==> src/rtl/ptt_pkg.sv <==
// Shared types and constants for the push-to-talk channel controller.
`timescale 1ns / 1ps
package ptt_pkg;

  // Item kinds on the input channel
  localparam logic [1:0] KIND_BYTE = 2'd0;
  localparam logic [1:0] KIND_TICK = 2'd1;
  localparam logic [1:0] KIND_PINS = 2'd2;

  // Whole-byte commands
  localparam logic [7:0] OP_RESET   = 8'h00;
  localparam logic [7:0] OP_VERSION = 8'h01;
  localparam logic [7:0] OP_PING    = 8'h02;
  localparam logic [7:0] OP_ADC0    = 8'h80;
  localparam logic [7:0] OP_ADC1    = 8'h81;

  // Channel commands: upper nibble is the group, lower nibble the channel
  localparam logic [3:0] GRP_INIT   = 4'h1;
  localparam logic [3:0] GRP_STATUS = 4'h2;
  localparam logic [3:0] GRP_SET    = 4'h3;
  localparam logic [3:0] GRP_CLEAR  = 4'h4;

  // Reply constants
  localparam logic [7:0] VERSION_MAJOR = 8'h01;
  localparam logic [7:0] VERSION_MINOR = 8'h00;
  localparam logic [7:0] PING_FIRST    = 8'h55;
  localparam logic [7:0] PING_SECOND   = 8'hAA;

  // Per-channel status flag bits
  localparam logic [2:0] FLAG_INIT    = 3'b001;
  localparam logic [2:0] FLAG_ACTIVE  = 3'b010;
  localparam logic [2:0] FLAG_TIMEOUT = 3'b100;

  // Number of channels that have key pins
  localparam int PIN_COUNT = 3;

  // Serial link phase
  typedef enum logic [1:0] {
    PH_IDLE = 2'd0,
    PH_LOW  = 2'd1,
    PH_HIGH = 2'd2
  } phase_t;

  // Outcome of one input item, handed from the core to the output stage
  typedef struct packed {
    logic       has_reply;
    logic       two_bytes;
    logic [7:0] first;
    logic [7:0] second;
    logic [2:0] drive;
  } res_pair_t;

  // One result transaction
  typedef struct packed {
    logic [7:0] reply_byte;
    logic       reply_valid;
    logic       last;
    logic [2:0] ptt_drive;
  } res_item_t;

endpackage

==> src/rtl/ptt_if.sv <==
// Handshake interfaces for the input items and the result items.
`timescale 1ns / 1ps
interface ptt_item_if;
  logic       valid;
  logic       ready;
  logic [1:0] cmd;
  logic [7:0] rx_byte;
  logic [2:0] key_pins;
  logic [9:0] adc_zero;
  logic [9:0] adc_one;

  modport source(output valid, cmd, rx_byte, key_pins, adc_zero, adc_one, input ready);
  modport sink(input valid, cmd, rx_byte, key_pins, adc_zero, adc_one, output ready);
  modport mon(input valid, ready, cmd, rx_byte, key_pins, adc_zero, adc_one);
endinterface

interface ptt_res_if;
  logic       valid;
  logic       ready;
  logic [7:0] reply_byte;
  logic       reply_valid;
  logic       last;
  logic [2:0] ptt_drive;

  modport source(output valid, reply_byte, reply_valid, last, ptt_drive, input ready);
  modport sink(input valid, reply_byte, reply_valid, last, ptt_drive, output ready);
  modport mon(input valid, ready, reply_byte, reply_valid, last, ptt_drive);
endinterface

==> src/rtl/ptt_core.sv <==
// Input register, controller state and the per-item decode and update logic.
`timescale 1ns / 1ps
module ptt_core #(
  parameter int CHANNELS = 3
) (
  input  logic               clk,
  input  logic               rst,
  ptt_item_if.sink           item,
  input  logic               can_load,
  output logic               load,
  output ptt_pkg::res_pair_t pair
);
  import ptt_pkg::*;

  localparam int CH_W = (CHANNELS > 1) ? $clog2(CHANNELS) : 1;
  localparam int PIN_N = (CHANNELS < PIN_COUNT) ? CHANNELS : PIN_COUNT;
  localparam logic [4:0] CH_COUNT = 5'(CHANNELS);

  // Input register
  logic       s1_valid;
  logic [1:0] s1_cmd;
  logic [7:0] s1_byte;
  logic [2:0] s1_pins;
  logic [9:0] s1_adc0;
  logic [9:0] s1_adc1;

  // Controller state
  phase_t                phase, phase_next;
  logic [CH_W-1:0]       pend, pend_next;
  logic [7:0]            low_hold, low_hold_next;
  logic [15:0]           limit [CHANNELS];
  logic [15:0]           limit_next [CHANNELS];
  logic [15:0]           elapsed [CHANNELS];
  logic [15:0]           elapsed_next [CHANNELS];
  logic [2:0]            flags [CHANNELS];
  logic [2:0]            flags_next [CHANNELS];
  logic [CHANNELS-1:0]   drive, drive_next;
  logic [2:0]            prev_pins, prev_pins_next;
  logic [CHANNELS+2:0]   drive_pad;

  assign load       = s1_valid && can_load;
  assign item.ready = !s1_valid || can_load;
  assign drive_pad  = {3'b000, drive_next};

  // Capture each accepted transaction
  always_ff @(posedge clk) begin
    if (rst) begin
      s1_valid <= 1'b0;
    end else if (item.ready) begin
      s1_valid <= item.valid;
    end
    if (item.valid && item.ready) begin
      s1_cmd  <= item.cmd;
      s1_byte <= item.rx_byte;
      s1_pins <= item.key_pins;
      s1_adc0 <= item.adc_zero;
      s1_adc1 <= item.adc_one;
    end
  end

  // Decode the held transaction and work out the next state and replies
  always_comb begin
    logic [3:0]      nib;
    logic [3:0]      grp;
    logic            n_ok;
    logic [CH_W-1:0] nc;
    logic            was;
    logic            now;

    nib  = s1_byte[3:0];
    grp  = s1_byte[7:4];
    n_ok = ({1'b0, nib} < CH_COUNT);
    nc   = nib[CH_W-1:0];
    was  = 1'b0;
    now  = 1'b0;

    phase_next     = phase;
    pend_next      = pend;
    low_hold_next  = low_hold;
    drive_next     = drive;
    prev_pins_next = prev_pins;
    for (int i = 0; i < CHANNELS; i++) begin
      limit_next[i]   = limit[i];
      elapsed_next[i] = elapsed[i];
      flags_next[i]   = flags[i];
    end

    pair.has_reply = 1'b0;
    pair.two_bytes = 1'b0;
    pair.first     = 8'h00;
    pair.second    = 8'h00;

    unique case (s1_cmd)
      KIND_BYTE: begin
        if (phase == PH_LOW) begin
          low_hold_next = s1_byte;
          phase_next    = PH_HIGH;
        end else if (phase == PH_HIGH) begin
          limit_next[pend]   = {s1_byte, low_hold};
          elapsed_next[pend] = 16'h0000;
          flags_next[pend]   = FLAG_INIT;
          phase_next         = PH_IDLE;
        end else begin
          phase_next = PH_IDLE;
          if (s1_byte == OP_RESET) begin
            drive_next = '0;
            for (int i = 0; i < CHANNELS; i++) begin
              limit_next[i]   = 16'h0000;
              elapsed_next[i] = 16'h0000;
              flags_next[i]   = 3'b000;
            end
          end else if (s1_byte == OP_VERSION) begin
            pair.has_reply = 1'b1;
            pair.two_bytes = 1'b1;
            pair.first     = VERSION_MAJOR;
            pair.second    = VERSION_MINOR;
          end else if (s1_byte == OP_PING) begin
            pair.has_reply = 1'b1;
            pair.two_bytes = 1'b1;
            pair.first     = PING_FIRST;
            pair.second    = PING_SECOND;
          end else if (s1_byte == OP_ADC0) begin
            pair.has_reply = 1'b1;
            pair.two_bytes = 1'b1;
            pair.first     = s1_adc0[7:0];
            pair.second    = {6'b000000, s1_adc0[9:8]};
          end else if (s1_byte == OP_ADC1) begin
            pair.has_reply = 1'b1;
            pair.two_bytes = 1'b1;
            pair.first     = s1_adc1[7:0];
            pair.second    = {6'b000000, s1_adc1[9:8]};
          end else if (n_ok) begin
            if (grp == GRP_INIT) begin
              pend_next  = nc;
              phase_next = PH_LOW;
            end else if (grp == GRP_STATUS) begin
              pair.has_reply = 1'b1;
              pair.first     = {5'b00000, flags[nc]};
            end else if (grp == GRP_SET) begin
              if ((flags[nc] & FLAG_INIT) != 3'b000) begin
                drive_next[nc]   = 1'b1;
                elapsed_next[nc] = 16'h0000;
                flags_next[nc]   = (flags[nc] | FLAG_ACTIVE) & ~FLAG_TIMEOUT;
              end
            end else if (grp == GRP_CLEAR) begin
              drive_next[nc] = 1'b0;
              flags_next[nc] = flags[nc] & ~FLAG_ACTIVE;
            end
          end
        end
      end
      KIND_TICK: begin
        // Advance every keyed channel with a limit; drop it once it has run out
        for (int i = 0; i < CHANNELS; i++) begin
          if (limit[i] != 16'h0000 && drive[i]) begin
            elapsed_next[i] = elapsed[i] + 16'h0001;
            if (elapsed[i] >= limit[i]) begin
              drive_next[i] = 1'b0;
              flags_next[i] = (flags[i] | FLAG_TIMEOUT) & ~FLAG_ACTIVE;
            end
          end
        end
      end
      KIND_PINS: begin
        // Turn key edges into set and clear actions
        for (int i = 0; i < PIN_N; i++) begin
          was = prev_pins[i];
          now = s1_pins[i];
          if (was && !now) begin
            drive_next[i] = 1'b0;
            flags_next[i] = flags[i] & ~FLAG_ACTIVE;
          end else if (now && !was && ((flags[i] & FLAG_INIT) != 3'b000)) begin
            drive_next[i]   = 1'b1;
            elapsed_next[i] = 16'h0000;
            flags_next[i]   = (flags[i] | FLAG_ACTIVE) & ~FLAG_TIMEOUT;
          end
        end
        prev_pins_next = s1_pins;
      end
      default: begin
      end
    endcase

    pair.drive = drive_pad[2:0];
  end

  // Commit the state when the transaction moves on to the output stage
  always_ff @(posedge clk) begin
    if (rst) begin
      phase     <= PH_IDLE;
      pend      <= '0;
      low_hold  <= 8'h00;
      drive     <= '0;
      prev_pins <= 3'b000;
      for (int i = 0; i < CHANNELS; i++) begin
        limit[i]   <= 16'h0000;
        elapsed[i] <= 16'h0000;
        flags[i]   <= 3'b000;
      end
    end else if (load) begin
      phase     <= phase_next;
      pend      <= pend_next;
      low_hold  <= low_hold_next;
      drive     <= drive_next;
      prev_pins <= prev_pins_next;
      for (int i = 0; i < CHANNELS; i++) begin
        limit[i]   <= limit_next[i];
        elapsed[i] <= elapsed_next[i];
        flags[i]   <= flags_next[i];
      end
    end
  end

endmodule

==> src/rtl/ptt_out.sv <==
// Two-slot result register that sends one or two result transactions per item.
`timescale 1ns / 1ps
module ptt_out (
  input  logic               clk,
  input  logic               rst,
  input  logic               load,
  input  ptt_pkg::res_pair_t pair,
  output logic               can_load,
  ptt_res_if.source          result
);
  import ptt_pkg::*;

  logic      a_valid;
  logic      b_valid;
  res_item_t slot_a;
  res_item_t slot_b;
  logic      take;

  assign take     = result.valid && result.ready;
  assign can_load = !a_valid || (!b_valid && result.ready);

  assign result.valid       = a_valid;
  assign result.reply_byte  = slot_a.reply_byte;
  assign result.reply_valid = slot_a.reply_valid;
  assign result.last        = slot_a.last;
  assign result.ptt_drive   = slot_a.ptt_drive;

  // Valid flags: load refills, a take advances the second slot forward
  always_ff @(posedge clk) begin
    if (rst) begin
      a_valid <= 1'b0;
      b_valid <= 1'b0;
    end else if (load) begin
      a_valid <= 1'b1;
      b_valid <= pair.two_bytes;
    end else if (take) begin
      a_valid <= b_valid;
      b_valid <= 1'b0;
    end
  end

  // Payload slots
  always_ff @(posedge clk) begin
    if (load) begin
      slot_a.reply_byte  <= pair.has_reply ? pair.first : 8'h00;
      slot_a.reply_valid <= pair.has_reply;
      slot_a.last        <= !pair.two_bytes;
      slot_a.ptt_drive   <= pair.drive;
      slot_b.reply_byte  <= pair.second;
      slot_b.reply_valid <= 1'b1;
      slot_b.last        <= 1'b1;
      slot_b.ptt_drive   <= pair.drive;
    end else if (take) begin
      slot_a <= slot_b;
    end
  end

endmodule

==> src/rtl/ptt_channel_controller_spi.sv <==
// Top level of the push-to-talk channel controller.
`timescale 1ns / 1ps
// Push-to-talk controller for up to CHANNELS transmitter channels.
// Input channel "item" carries one transaction per received command byte,
// one-second tick or key pin sample (cmd selects which). Output channel
// "result" returns one transaction per item with no reply, or one per reply
// byte (one or two), with last marking the final one; ptt_drive gives the
// keying levels of channels 0 to 2 after the item.
// An accepted item is held in the input register, decoded there and loaded
// into the result register, from which its first result is offered. One item
// per cycle when each item gives a single result and the receiver is ready;
// an item with a two-byte reply fills both slots of the result register, so
// the output port sets the rate.
// Reset (rst, synchronous) clears the link phase, every channel's limit,
// count and flags, the drive levels and the pin history, and empties both
// registers. When the receiver stalls, the result register holds its
// transactions and one further item waits in the input register; item.ready
// then drops until the result side drains.
module ptt_channel_controller_spi #(
  parameter int CHANNELS = 3
) (
  input  logic      clk,
  input  logic      rst,
  ptt_item_if.sink  item,
  ptt_res_if.source result
);
  import ptt_pkg::*;

  res_pair_t pair;
  logic      load;
  logic      can_load;

  ptt_core #(
    .CHANNELS(CHANNELS)
  ) u_core (
    .clk     (clk),
    .rst     (rst),
    .item    (item),
    .can_load(can_load),
    .load    (load),
    .pair    (pair)
  );

  ptt_out u_out (
    .clk     (clk),
    .rst     (rst),
    .load    (load),
    .pair    (pair),
    .can_load(can_load),
    .result  (result)
  );

endmodule

==> src/flat_wrapper.sv <==
// flat-port wrapper written by rule: the top's interface ports become plain ports
module ptt_channel_controller_spi_flat import ptt_pkg::*;
#(
  parameter int CHANNELS = 3
)
  (clk, rst, item_valid, item_cmd, item_rx_byte, item_key_pins, item_adc_zero, item_adc_one, item_ready, result_valid, result_reply_byte, result_reply_valid, result_last, result_ptt_drive, result_ready);
  ptt_item_if item_i ();
  ptt_res_if result_i ();
  input  logic clk;
  input  logic rst;
  input wire logic [$bits(item_i.valid)-1:0] item_valid;
  input wire logic [$bits(item_i.cmd)-1:0] item_cmd;
  input wire logic [$bits(item_i.rx_byte)-1:0] item_rx_byte;
  input wire logic [$bits(item_i.key_pins)-1:0] item_key_pins;
  input wire logic [$bits(item_i.adc_zero)-1:0] item_adc_zero;
  input wire logic [$bits(item_i.adc_one)-1:0] item_adc_one;
  output wire logic [$bits(item_i.ready)-1:0] item_ready;
  output wire logic [$bits(result_i.valid)-1:0] result_valid;
  output wire logic [$bits(result_i.reply_byte)-1:0] result_reply_byte;
  output wire logic [$bits(result_i.reply_valid)-1:0] result_reply_valid;
  output wire logic [$bits(result_i.last)-1:0] result_last;
  output wire logic [$bits(result_i.ptt_drive)-1:0] result_ptt_drive;
  input wire logic [$bits(result_i.ready)-1:0] result_ready;
  assign item_i.valid = item_valid;
  assign item_i.cmd = item_cmd;
  assign item_i.rx_byte = item_rx_byte;
  assign item_i.key_pins = item_key_pins;
  assign item_i.adc_zero = item_adc_zero;
  assign item_i.adc_one = item_adc_one;
  assign item_ready = item_i.ready;
  assign result_valid = result_i.valid;
  assign result_reply_byte = result_i.reply_byte;
  assign result_reply_valid = result_i.reply_valid;
  assign result_last = result_i.last;
  assign result_ptt_drive = result_i.ptt_drive;
  assign result_i.ready = result_ready;
  ptt_channel_controller_spi #(.CHANNELS(CHANNELS)) u_core (.clk(clk), .rst(rst), .item(item_i), .result(result_i));
endmodule
==> config.mk <==
export PLATFORM = sky130hd
export DESIGN_NAME = ptt_channel_controller_spi_flat
export DESIGN_NICKNAME = d
export VERILOG_FILES = /design/src/rtl/ptt_pkg.sv /design/src/rtl/ptt_if.sv /design/src/rtl/ptt_core.sv /design/src/rtl/ptt_out.sv /design/src/rtl/ptt_channel_controller_spi.sv /design/src/flat_wrapper.sv
export SDC_FILE = /design/constraint.sdc
export NUM_CORES = 1
export LEC_CHECK = 0
export BUFFER_PORTS_ARGS = -buffer_cell sky130_fd_sc_hd__buf_4
export CAP_MARGIN = 20
export CORE_ASPECT_RATIO = 0.5
export CORE_UTILIZATION = 55
export DETAILED_ROUTE_END_ITERATION = 10
export PLACE_DENSITY = 0.7
export SYNTH_ARGS = -nofsm -noshare
export SYNTH_HDL_FRONTEND = slang
export SYNTH_SLANG_ARGS = --single-unit
export TNS_END_PERCENT = 1
==> constraint.sdc <==
create_clock -name clk -period 8.9 [get_ports clk]
set_clock_uncertainty 0.2 [all_clocks]
set_input_delay 0 -clock clk [delete_from_list [all_inputs] [get_ports clk]]
set_output_delay 0 -clock clk [all_outputs]
set_load 0.02 [all_outputs]
; ---- Word-level counts from Yosys, hierarchy flattened
; Memory sizes are Yosys's and may differ from the RTL's. A register that Yosys moved wholly into a read port is not among the register bits.
; Index checks and enable logic that the tools add are counted.
[op_classes]
n_lt_le_gt_ge = 10
n_reduce_logical = 44
bitwise = 29
mux = 139
eq_ne = 12
addsub = 3
[ops]
columns = op, n
row1 = 48-bit 2-to-1 mux, 16
row2 = 16-bit 2-to-1 mux, 17
row3 = 48-bit case mux with 3 select lines, 1
row4 = 18-bit 2-to-1 mux, 7
row5 = 9-bit 2-to-1 mux, 13
row6 = 3-bit 2-to-1 mux, 33
row7 = 48-bit AND, 2
row8 = 48-bit NOT, 2
row9 = 16-bit demux with 2-bit select, 2
row10 = 16-bit by 1-bit adder with 16-bit output (second input constant), 3
row11 = 48-bit bitwise mux, 1
row12 = 16-bit greater-or-equal comparator, 3
row13 = 16-bit nonzero test, 3
row14 = 1-bit 2-to-1 mux, 35
row15 = 9-bit case mux with 3 select lines, 1
row16 = 13-bit 2-to-1 mux, 2
row17 = 1-bit logical AND, 19
row18 = 9-bit bitwise mux, 2
row19 = 8-bit == test (second input constant), 2
row20 = 8-bit 2-to-1 mux, 2
row21 = 3-bit demux with 2-bit select, 2
row22 = 11-bit AND reduction, 1
row23 = 1-bit logical NOT, 10
row24 = 1-bit OR, 9
row25 = 31 further kinds, 49
[totals]
mem_bits_rw = 105
ff_bits = 78
inputBits = 37
mem_count = 3
[mem_list]
columns = memory, depth, word_bits, rd, rd_ports_with_merged_regs, write_ports, line_no
row1 = u_core.u_core.elapsed, 3, 16, 3, 0, 3, ptt_core.sv:33  ; logic [15:0] elapsed [CHANNELS];
row2 = u_core.u_core.limit, 3, 16, 3, 0, 3, ptt_core.sv:31  ; logic [15:0] limit [CHANNELS];
row3 = u_core.u_core.flags, 3, 3, 4, 1, 3, ptt_core.sv:35  ; logic [2:0] flags [CHANNELS];

; ---- Longest topological paths before layout
; Gate-level depths: netlist of run 1.
[depth]
depth_word = 21
mapped_depth = 11

; ---- By module
; From an unflattened synthesis of run 1, not the netlist that was laid out.
[hier_totals]
cells_unflattened = 1112
area_unflattened_um2 = 10674.0
[by_module_without_submodules]
columns = module, area_each_um2, n_inst, cells_each, seq_area_each_um2
row1 = ptt_core, 9724.3, 1, 1060, 4564.4
row2 = ptt_out, 949.7, 1, 52, 760.7

; ---- Worst setup path before layout of run 1
; Ideal clock, no wire load.
[synth_timing]
kind = register to register
startpoint = register, netlist name u_core.u_core.s1_byte[2]
endpoint = memory u_core.u_core.limit[0][0], enable pin
arrival_time_ns = 2.758
path_stages_with_launch = 6
path_buffers = 2
setup_ns = 0.408
required_ns = 8.292
period_less_slack_ns = 3.366
slack_ns = 5.534
path_cell_list = edfxtp_1 buf_6 or4_1 buf_2 o21ai_0 a41o_1
[synth_lines]
columns = element, line_no
row1 = "end, declared", ptt_core.sv:31

==> run summary, run 1 <==
Top cell family by delay on the critical path -> buffers and inverters
Number of buffer and inverter stages on the critical path -> 3
GP Congestion -> 0.922
Final setup violation count -> 0
Multi-input combinational cell area -> 4820 µm²
I/O Buffers -> 51
Half-perimeter wire length after detailed placement -> 20900 µm
H-Tree Depth -> 4
Core Area -> 18500 µm²
Count of filler cells inserted in the layout -> 1507
Number of synthesis warnings -> 0
Number of library cell types mapped by synthesis -> 64
Worst slew margin -> 25.7%
Lkg Pwr -> 4.45 nW
Simple logic cell fraction of the synthesized area -> 19.2%
Syn-to-layout area delta -> 15.1%
Switch Pwr -> 0.000565 W
Logic depth of the worst setup path including buffers -> 9
Adder and majority gate portion of the synthesized area -> 6.59%
Number of ports placed on the die boundary -> 52
Fmax achieved -> 279 MHz
Source of the worst hold timing path -> item_adc_zero[2]
Share of post-route cells with drive strength above 1 -> 9.58%
Critical path data arrival time -> 3510 ps
Complex-gate fraction of the synthesized area -> 18.5%
Overflow left after global routing -> 0
RSZ-0062 raised after global routing -> no
Clock tree from TritonCTS -> done
Dominant combinational cell family by area after synthesis -> simple AND/OR/NAND/NOR gates
Sequential fraction of design power -> 51.5%
Register bit count reported by yosys -> 180
DIE HEIGHT -> 99.4 µm
Run status -> completed
Share of cell area taken by muxes after synthesis -> 1.09%
Worst-case clock buffer depth -> 2
Leading cell type in the layout, fill and taps excluded -> nand2_1
Total power of the final layout -> 0.00200 W
Sink Count -> 180
Worst stage delay on the critical path -> 680 ps
GRT Overall Usage -> 31.6%
Post-detailed-route via-to-cell ratio -> 6.30
Pin count of the biggest net entering global routing -> 49
DIE AREA -> 19600 µm²
Crit path required time -> 8820 ps
Final Hold Viols -> 0
Xor/xnor share of the synthesized area -> 0.419%
Antenna diodes -> 0
Combinational share of power -> 11.2%
Type of the setup path with the least slack -> flip-flop to flip-flop
Share of synthesized area occupied by flip-flops and latches -> 49.6%
Synth async-reset ratio -> 0%
Post-CTS setup buffer count -> 0
Clock Power Share -> 37.4%
FF+latch area -> 5170 µm²
Avg Synthesized Cell Area -> 9.28 µm²
Worst reg2reg path depth -> 9
Cell chosen for the clock root -> clkbuf_16
Worst R2R Setup Slack -> 5320 ps
Total power density per cell area -> 166 nW/µm²
Endpoint of the worst register-to-register path -> u_core.u_core.elapsed[0][2]$_SDFFCE_PN0P_
Flip-flop cell with the highest count after synthesis -> edfxtp_1
Internal power component -> 0.00143 W
Number of stages on the worst hold path -> 2
Most frequent cells in the layout -> nand2_1 (176), edfxtp_1 (157), a21oi_1 (113), nor2_1 (101), o21ai_0 (83)
Number of enable flip-flop cells after synthesis -> 157
Worst Max-Slew Pin Slew -> 1110 ps
Number of nets produced by synthesis -> 1217
Core Rows -> 35
Final min period -> 3580 ps
Vias after detailed routing -> 9202
Initial core utilization -> 56.5%
Portion of the clock cycle consumed by the worst path in the final layout -> 40.3%
Largest voltage drop on the vdd net -> 0.000129 V
Min-Delay Endpoint -> u_core.u_core.s1_adc0[2]$_DFFE_PP_
Pre-Repair DR Iteration Count -> 5
Global-route wire length before repair -> 47400 µm
Nets -> 1280
Clock input transition at the sequential cells of the worst setup and hold paths -> 70 ps
Setup crit end kind -> flip-flop
Post-synthesis cell count -> 1125
Origin of the worst setup path -> u_core.u_out.b_valid$_SDFFE_PP0P_
Kind of start point of the critical path -> flip-flop
Cts-stage hold buffer count -> 38
Area of the mapped netlist -> 10400 µm²
Average wire length per cell after detail routing -> 20.5 µm
Die Width -> 197 µm
Number of buffers inserted during clock tree synthesis -> 17
Largest fanout of any net on the critical path -> 26
Setup total negative slack -> 0 ps
Number of antenna violations at the first check in global routing -> 0
Final-report max-slew violation count -> 0
Count of unresolved DRC violations after routing -> 0
Worst skew pair latency -> 440 ps
Reported max-cap violation count -> 0
Worst Hold Class -> input pin to flip-flop
WL final -> 30000 µm
Post-DRT Antenna Nets -> 0
CP max-delay cell -> clkinv_1
Critical path, cell by cell -> nand2b_1 > a21o_1 > clkinv_1 > nand2b_1 > buf_4 > a311oi_1 > or2_2 > nor2_1 > buf_4
Worst slack on hold paths -> 81.1 ps
Initial detailed-routing violation count -> 1001
Resized Gates After CTS -> 0
Startpoint of the worst-slack reg-to-reg timing path -> u_core.u_out.b_valid$_SDFFE_PP0P_
Switching power as a share of total power -> 28.3%
Vias in the first global route -> 8505
## metal layers
layer	GRT usage, %	wire length [µm]
met1	46.0	13500
met2	48.6	13300
met3	5.36	2490
met4	9.18	689
met5	0	0
## power by group through the flow
| stage | Clock [W] | Combinational, W | Sequential (W) |
|---|---|---|---|
| floorplan | 0 | 0.000139 | 0.00102 |
| global placement | 0 | 0.000198 | 0.00104 |
| detailed placement | 0 | 0.000205 | 0.00104 |
| CTS | 0.000754 | 0.000219 | 0.00102 |
| global route | 0.000779 | 0.000245 | 0.00103 |
| finish | 0.000746 | 0.000223 | 0.00103 |
## state kept, by name (all words and copies together), names as in the netlist, 2 cells and up, named ones only
signal	count
u_core.u_core.drive	3
u_core.u_core.elapsed	48
u_core.u_core.flags	9
u_core.u_core.limit	48
u_core.u_core.low_hold	8
u_core.u_core.pend	2
u_core.u_core.phase	2
u_core.u_core.prev_pins	3
u_core.u_core.s1_adc0	10
u_core.u_core.s1_adc1	10
u_core.u_core.s1_byte	8
u_core.u_core.s1_cmd	2
u_core.u_core.s1_pins	3
u_core.u_out.result.ptt_drive	3
u_core.u_out.result.reply_byte	8
u_core.u_out.slot_b	6
## logic make-up after synthesis
group	count (synthesis)
xor gates and xnor gates	5
muxes	11
and+or+nand+nor	432
DFF	180
buffers and inverters	125
AOI/OAI and AO/OA	317
adders and majority gates	55
## area by class of cell
cell class / instances / area share, %
sequential: 180 / 43.0
tap: 259 / 2.70
inverter: 66 / 2.06
multi-input combinational: 820 / 40.1
clock inverter: 15 / 1.17
clock buffer: 17 / 3.54
timing repair buffer: 103 / 7.42
## worst max path at each step
stage,slack (ps),endpoint
after global placement,5440,u_core.u_core.elapsed[0][0]$_SDFFCE_PN0P_
after global routing,5070,u_core.u_core.elapsed[0][13]$_SDFFCE_PN0P_
after detailed placement,5350,u_core.u_core.elapsed[0][7]$_SDFFCE_PN0P_
after CTS,5320,u_core.u_core.elapsed[0][2]$_SDFFCE_PN0P_
after floorplan,5530,u_core.u_core.limit[0][0]$_SDFFCE_PN0P_
final,5320,u_core.u_core.elapsed[0][2]$_SDFFCE_PN0P_
## Yosys cell counts, types with 5 or more instances
master      n  area [µm²]
nor2b_1     8        50.1
edfxtp_1  157        4710
inv_1      65         244
nor3_1     21         105
nand4_1    21         131
ha_1       55         688
and3_1     14        87.6
dfxtp_1    23         460
o211ai_1    9        67.6
o21ai_0    84         420
a21o_1     10        75.1
clkbuf_1   55         206
a31oi_1    17         106
a211oi_1    8        60.1
o31ai_1     5        37.5
nand3_1    22         110
a22oi_1    13        97.6
and2_1      7        43.8
nand2_1   177         664
nor4_1     21         131
mux2i_1     8        80.1
a221oi_1    6        52.6
a21oi_1   113         566
nor2_1    101         379
nand2b_1   15        93.8
## stage by stage
stage               util, %  setup slack (ps)  instance area, µm²  cells
finish                 65.1              5320               12000   1460
global route           65.1              5070               12000   1460
CTS                    64.9              5320               12000   1458
detailed placement     59.7              5350               11000   1388
global placement       59.7              5440               11000   1387
floorplan                 -              5530               10400   1125
Power figures use the tool's default switching activity.
==> inputs of run 2 (changes only) <==
Clock period 8.9 ns to 3.5 ns, I/O delays scaled along.
==> run 2 against run 1 <==
Against the previous run: wire length grew 1.1%; critical path depth shrank 4; non-clock buffer count grew 18; critical path type unchanged; highest routed layer unchanged; largest cell class unchanged.
==> run summary, run 2 (synthesized netlist as in run 1, its figures left out) <==
Kind of start point of the critical path -> flip-flop
Type of the setup path with the least slack -> flip-flop to flip-flop
Setup total negative slack -> 0 ps (unchanged)
CP max-delay cell -> or4_1
Lkg Pwr -> 4.54 nW (+2.0%)
Worst stage delay on the critical path -> 690 ps (about the same)
Crit path required time -> 3380 ps (-5440 ps)
Resized Gates After CTS -> 0 (unchanged)
Reported max-cap violation count -> 0 (unchanged)
WL final -> 30300 µm (+1.1%)
GP Congestion -> 0.895 (-2.9%)
Internal power component -> 0.00367 W (+160%)
Run status -> completed
Number of stages on the worst hold path -> 2 (unchanged)
Global-route wire length before repair -> 47500 µm (+0.22%)
Worst Hold Class -> input pin to flip-flop
Most frequent cells in the layout -> nand2_1 (177), edfxtp_1 (157), a21oi_1 (113), nor2_1 (101), o21ai_0 (83)
Total power of the final layout -> 0.00518 W (+160%)
Vias after detailed routing -> 9182 (-0.22%)
Sink Count -> 180 (unchanged)
Worst slew margin -> 46.5% (+21 points)
Final min period -> 3150 ps (-428 ps)
Setup crit end kind -> flip-flop
Number of antenna violations at the first check in global routing -> 0 (unchanged)
Worst reg2reg path depth -> 5 (-4)
Final setup violation count -> 0 (unchanged)
Fmax achieved -> 317 MHz (+14%)
Clock tree from TritonCTS -> done
H-Tree Depth -> 4 (unchanged)
Initial core utilization -> 56.5% (unchanged)
Post-DRT Antenna Nets -> 0 (unchanged)
Final Hold Viols -> 0 (unchanged)
Largest voltage drop on the vdd net -> 0.000383 V (+200%)
Switch Pwr -> 0.00151 W (+170%)
GRT Overall Usage -> 31.8% (+0.22 points)
I/O Buffers -> 51 (unchanged)
Combinational share of power -> 11.5% (+0.3 points)
Total power density per cell area -> 425 nW/µm² (+160%)
Final-report max-slew violation count -> 0 (unchanged)
Average wire length per cell after detail routing -> 20.5 µm (-0.15%)
Count of filler cells inserted in the layout -> 1471 (-2.4%)
Overflow left after global routing -> 0 (unchanged)
Worst Max-Slew Pin Slew -> 799 ps (-307 ps)
Nets -> 1298 (+1.4%)
Antenna diodes -> 0 (unchanged)
DIE HEIGHT -> 99.4 µm (unchanged)
Worst skew pair latency -> 450 ps (about the same)
Sequential fraction of design power -> 50.1% (-1.4 points)
RSZ-0062 raised after global routing -> no
Pre-Repair DR Iteration Count -> 5 (unchanged)
Critical path data arrival time -> 3040 ps (-470 ps)
Largest fanout of any net on the critical path -> 19 (-27%)
Half-perimeter wire length after detailed placement -> 21200 µm (+1.3%)
Share of post-route cells with drive strength above 1 -> 10.9% (+1.3 points)
Number of ports placed on the die boundary -> 52 (unchanged)
Clock input transition at the sequential cells of the worst setup and hold paths -> 80 ps (about the same)
Core Area -> 18500 µm² (unchanged)
Portion of the clock cycle consumed by the worst path in the final layout -> 90.1% (+50 points)
Number of buffers inserted during clock tree synthesis -> 17 (unchanged)
Count of unresolved DRC violations after routing -> 0 (unchanged)
Post-detailed-route via-to-cell ratio -> 6.21 (-1.4%)
Cell chosen for the clock root -> clkbuf_16
Pin count of the biggest net entering global routing -> 49 (unchanged)
Die Width -> 197 µm (unchanged)
Initial detailed-routing violation count -> 1046 (+4.5%)
Vias in the first global route -> 8581 (+0.89%)
Core Rows -> 35 (unchanged)
Switching power as a share of total power -> 29.1% (+0.77 points)
Clock Power Share -> 38.3% (+0.9 points)
Leading cell type in the layout, fill and taps excluded -> nand2_1
Critical path, cell by cell -> or4_1 > nor2_1 > o311ai_0 > a21o_1 > a2111oi_0
Leading registers by flop count -> u_core.u_core.elapsed: 48 flops, u_core.u_core.limit: 48 flops
DIE AREA -> 19600 µm² (unchanged)
Worst-case clock buffer depth -> 2 (unchanged)
Syn-to-layout area delta -> 16.6%
## run 2: routing by layer
layer / up-vias / global-route usage, % / wire (µm)
li1: 4302 / - / -
met1: 4413 / 45.3 / 13300
met2: 430 / 50.0 / 13900
met3: 37 / 6.61 / 2750
met4: 0 / 7.27 / 397
met5: - / 0 / 0
## run 2: worst paths after layout
path	from	end	slack, ps
setup / recovery	u_core.u_core.s1_byte[7]$_DFFE_PP_	u_core.u_core.flags[0][1]$_SDFFCE_PN0P_	350
hold / removal	item_key_pins[1]	u_core.u_core.s1_pins[1]$_DFFE_PP_	70
setup reg to reg	u_core.u_core.s1_byte[7]$_DFFE_PP_	u_core.u_core.flags[0][1]$_SDFFCE_PN0P_	350
hold reg to reg	u_core.u_out.b_valid$_SDFFE_PP0P_	u_core.u_out.b_valid$_SDFFE_PP0P_	300
## run 2: stage by stage
step	util, %	hold WS [ps]	setup slack [ps]	std cells	instance area (µm²)
after floorplan	-	-101	134	1125	10400
after global placement	60.6	-22.2	520	1408	11200
after detailed placement	60.6	-20.6	406	1408	11200
after CTS	65.9	66.3	380	1477	12200
after global routing	65.9	61.6	121	1478	12200
final	65.9	67.6	345	1478	12200
## run 2: cell type report
type	count	area [µm²]	area share (%)
Tap cell	259	324	2.66
Inverter	66	248	2.03
Multi-Input combinational cell	820	4810	39.5
Sequential cell	180	5170	42.5
Clock buffer	17	425	3.49
Timing Repair Buffer	121	1010	8.32
Clock inverter	15	178	1.46
## run 2: critical path, delay by kind of cell, from the launching register on
kind / cells / cell delay (ps)
compound gates: 3 / 1060
flops: 1 / 630
simple gates: 2 / 900
## run 2: what timing repair did
| item | CTS | global route |
|---|---|---|
| hold buffers | 37 | 0 |
| hold endpoints to repair | 88 | 0 |
| buffers inserted | 0 | 0 |
## run 2: power groups by stage
stage	Clock, W	Combinational [W]	Sequential, W
2_1_floorplan	0	0.000355	0.00260
3_3_place_gp	0	0.000528	0.00264
3_5_place_dp	0	0.000547	0.00264
4_1_cts	0.00199	0.000586	0.00259
5_1_grt	0.00208	0.000654	0.00261
6_report	0.00199	0.000596	0.00260
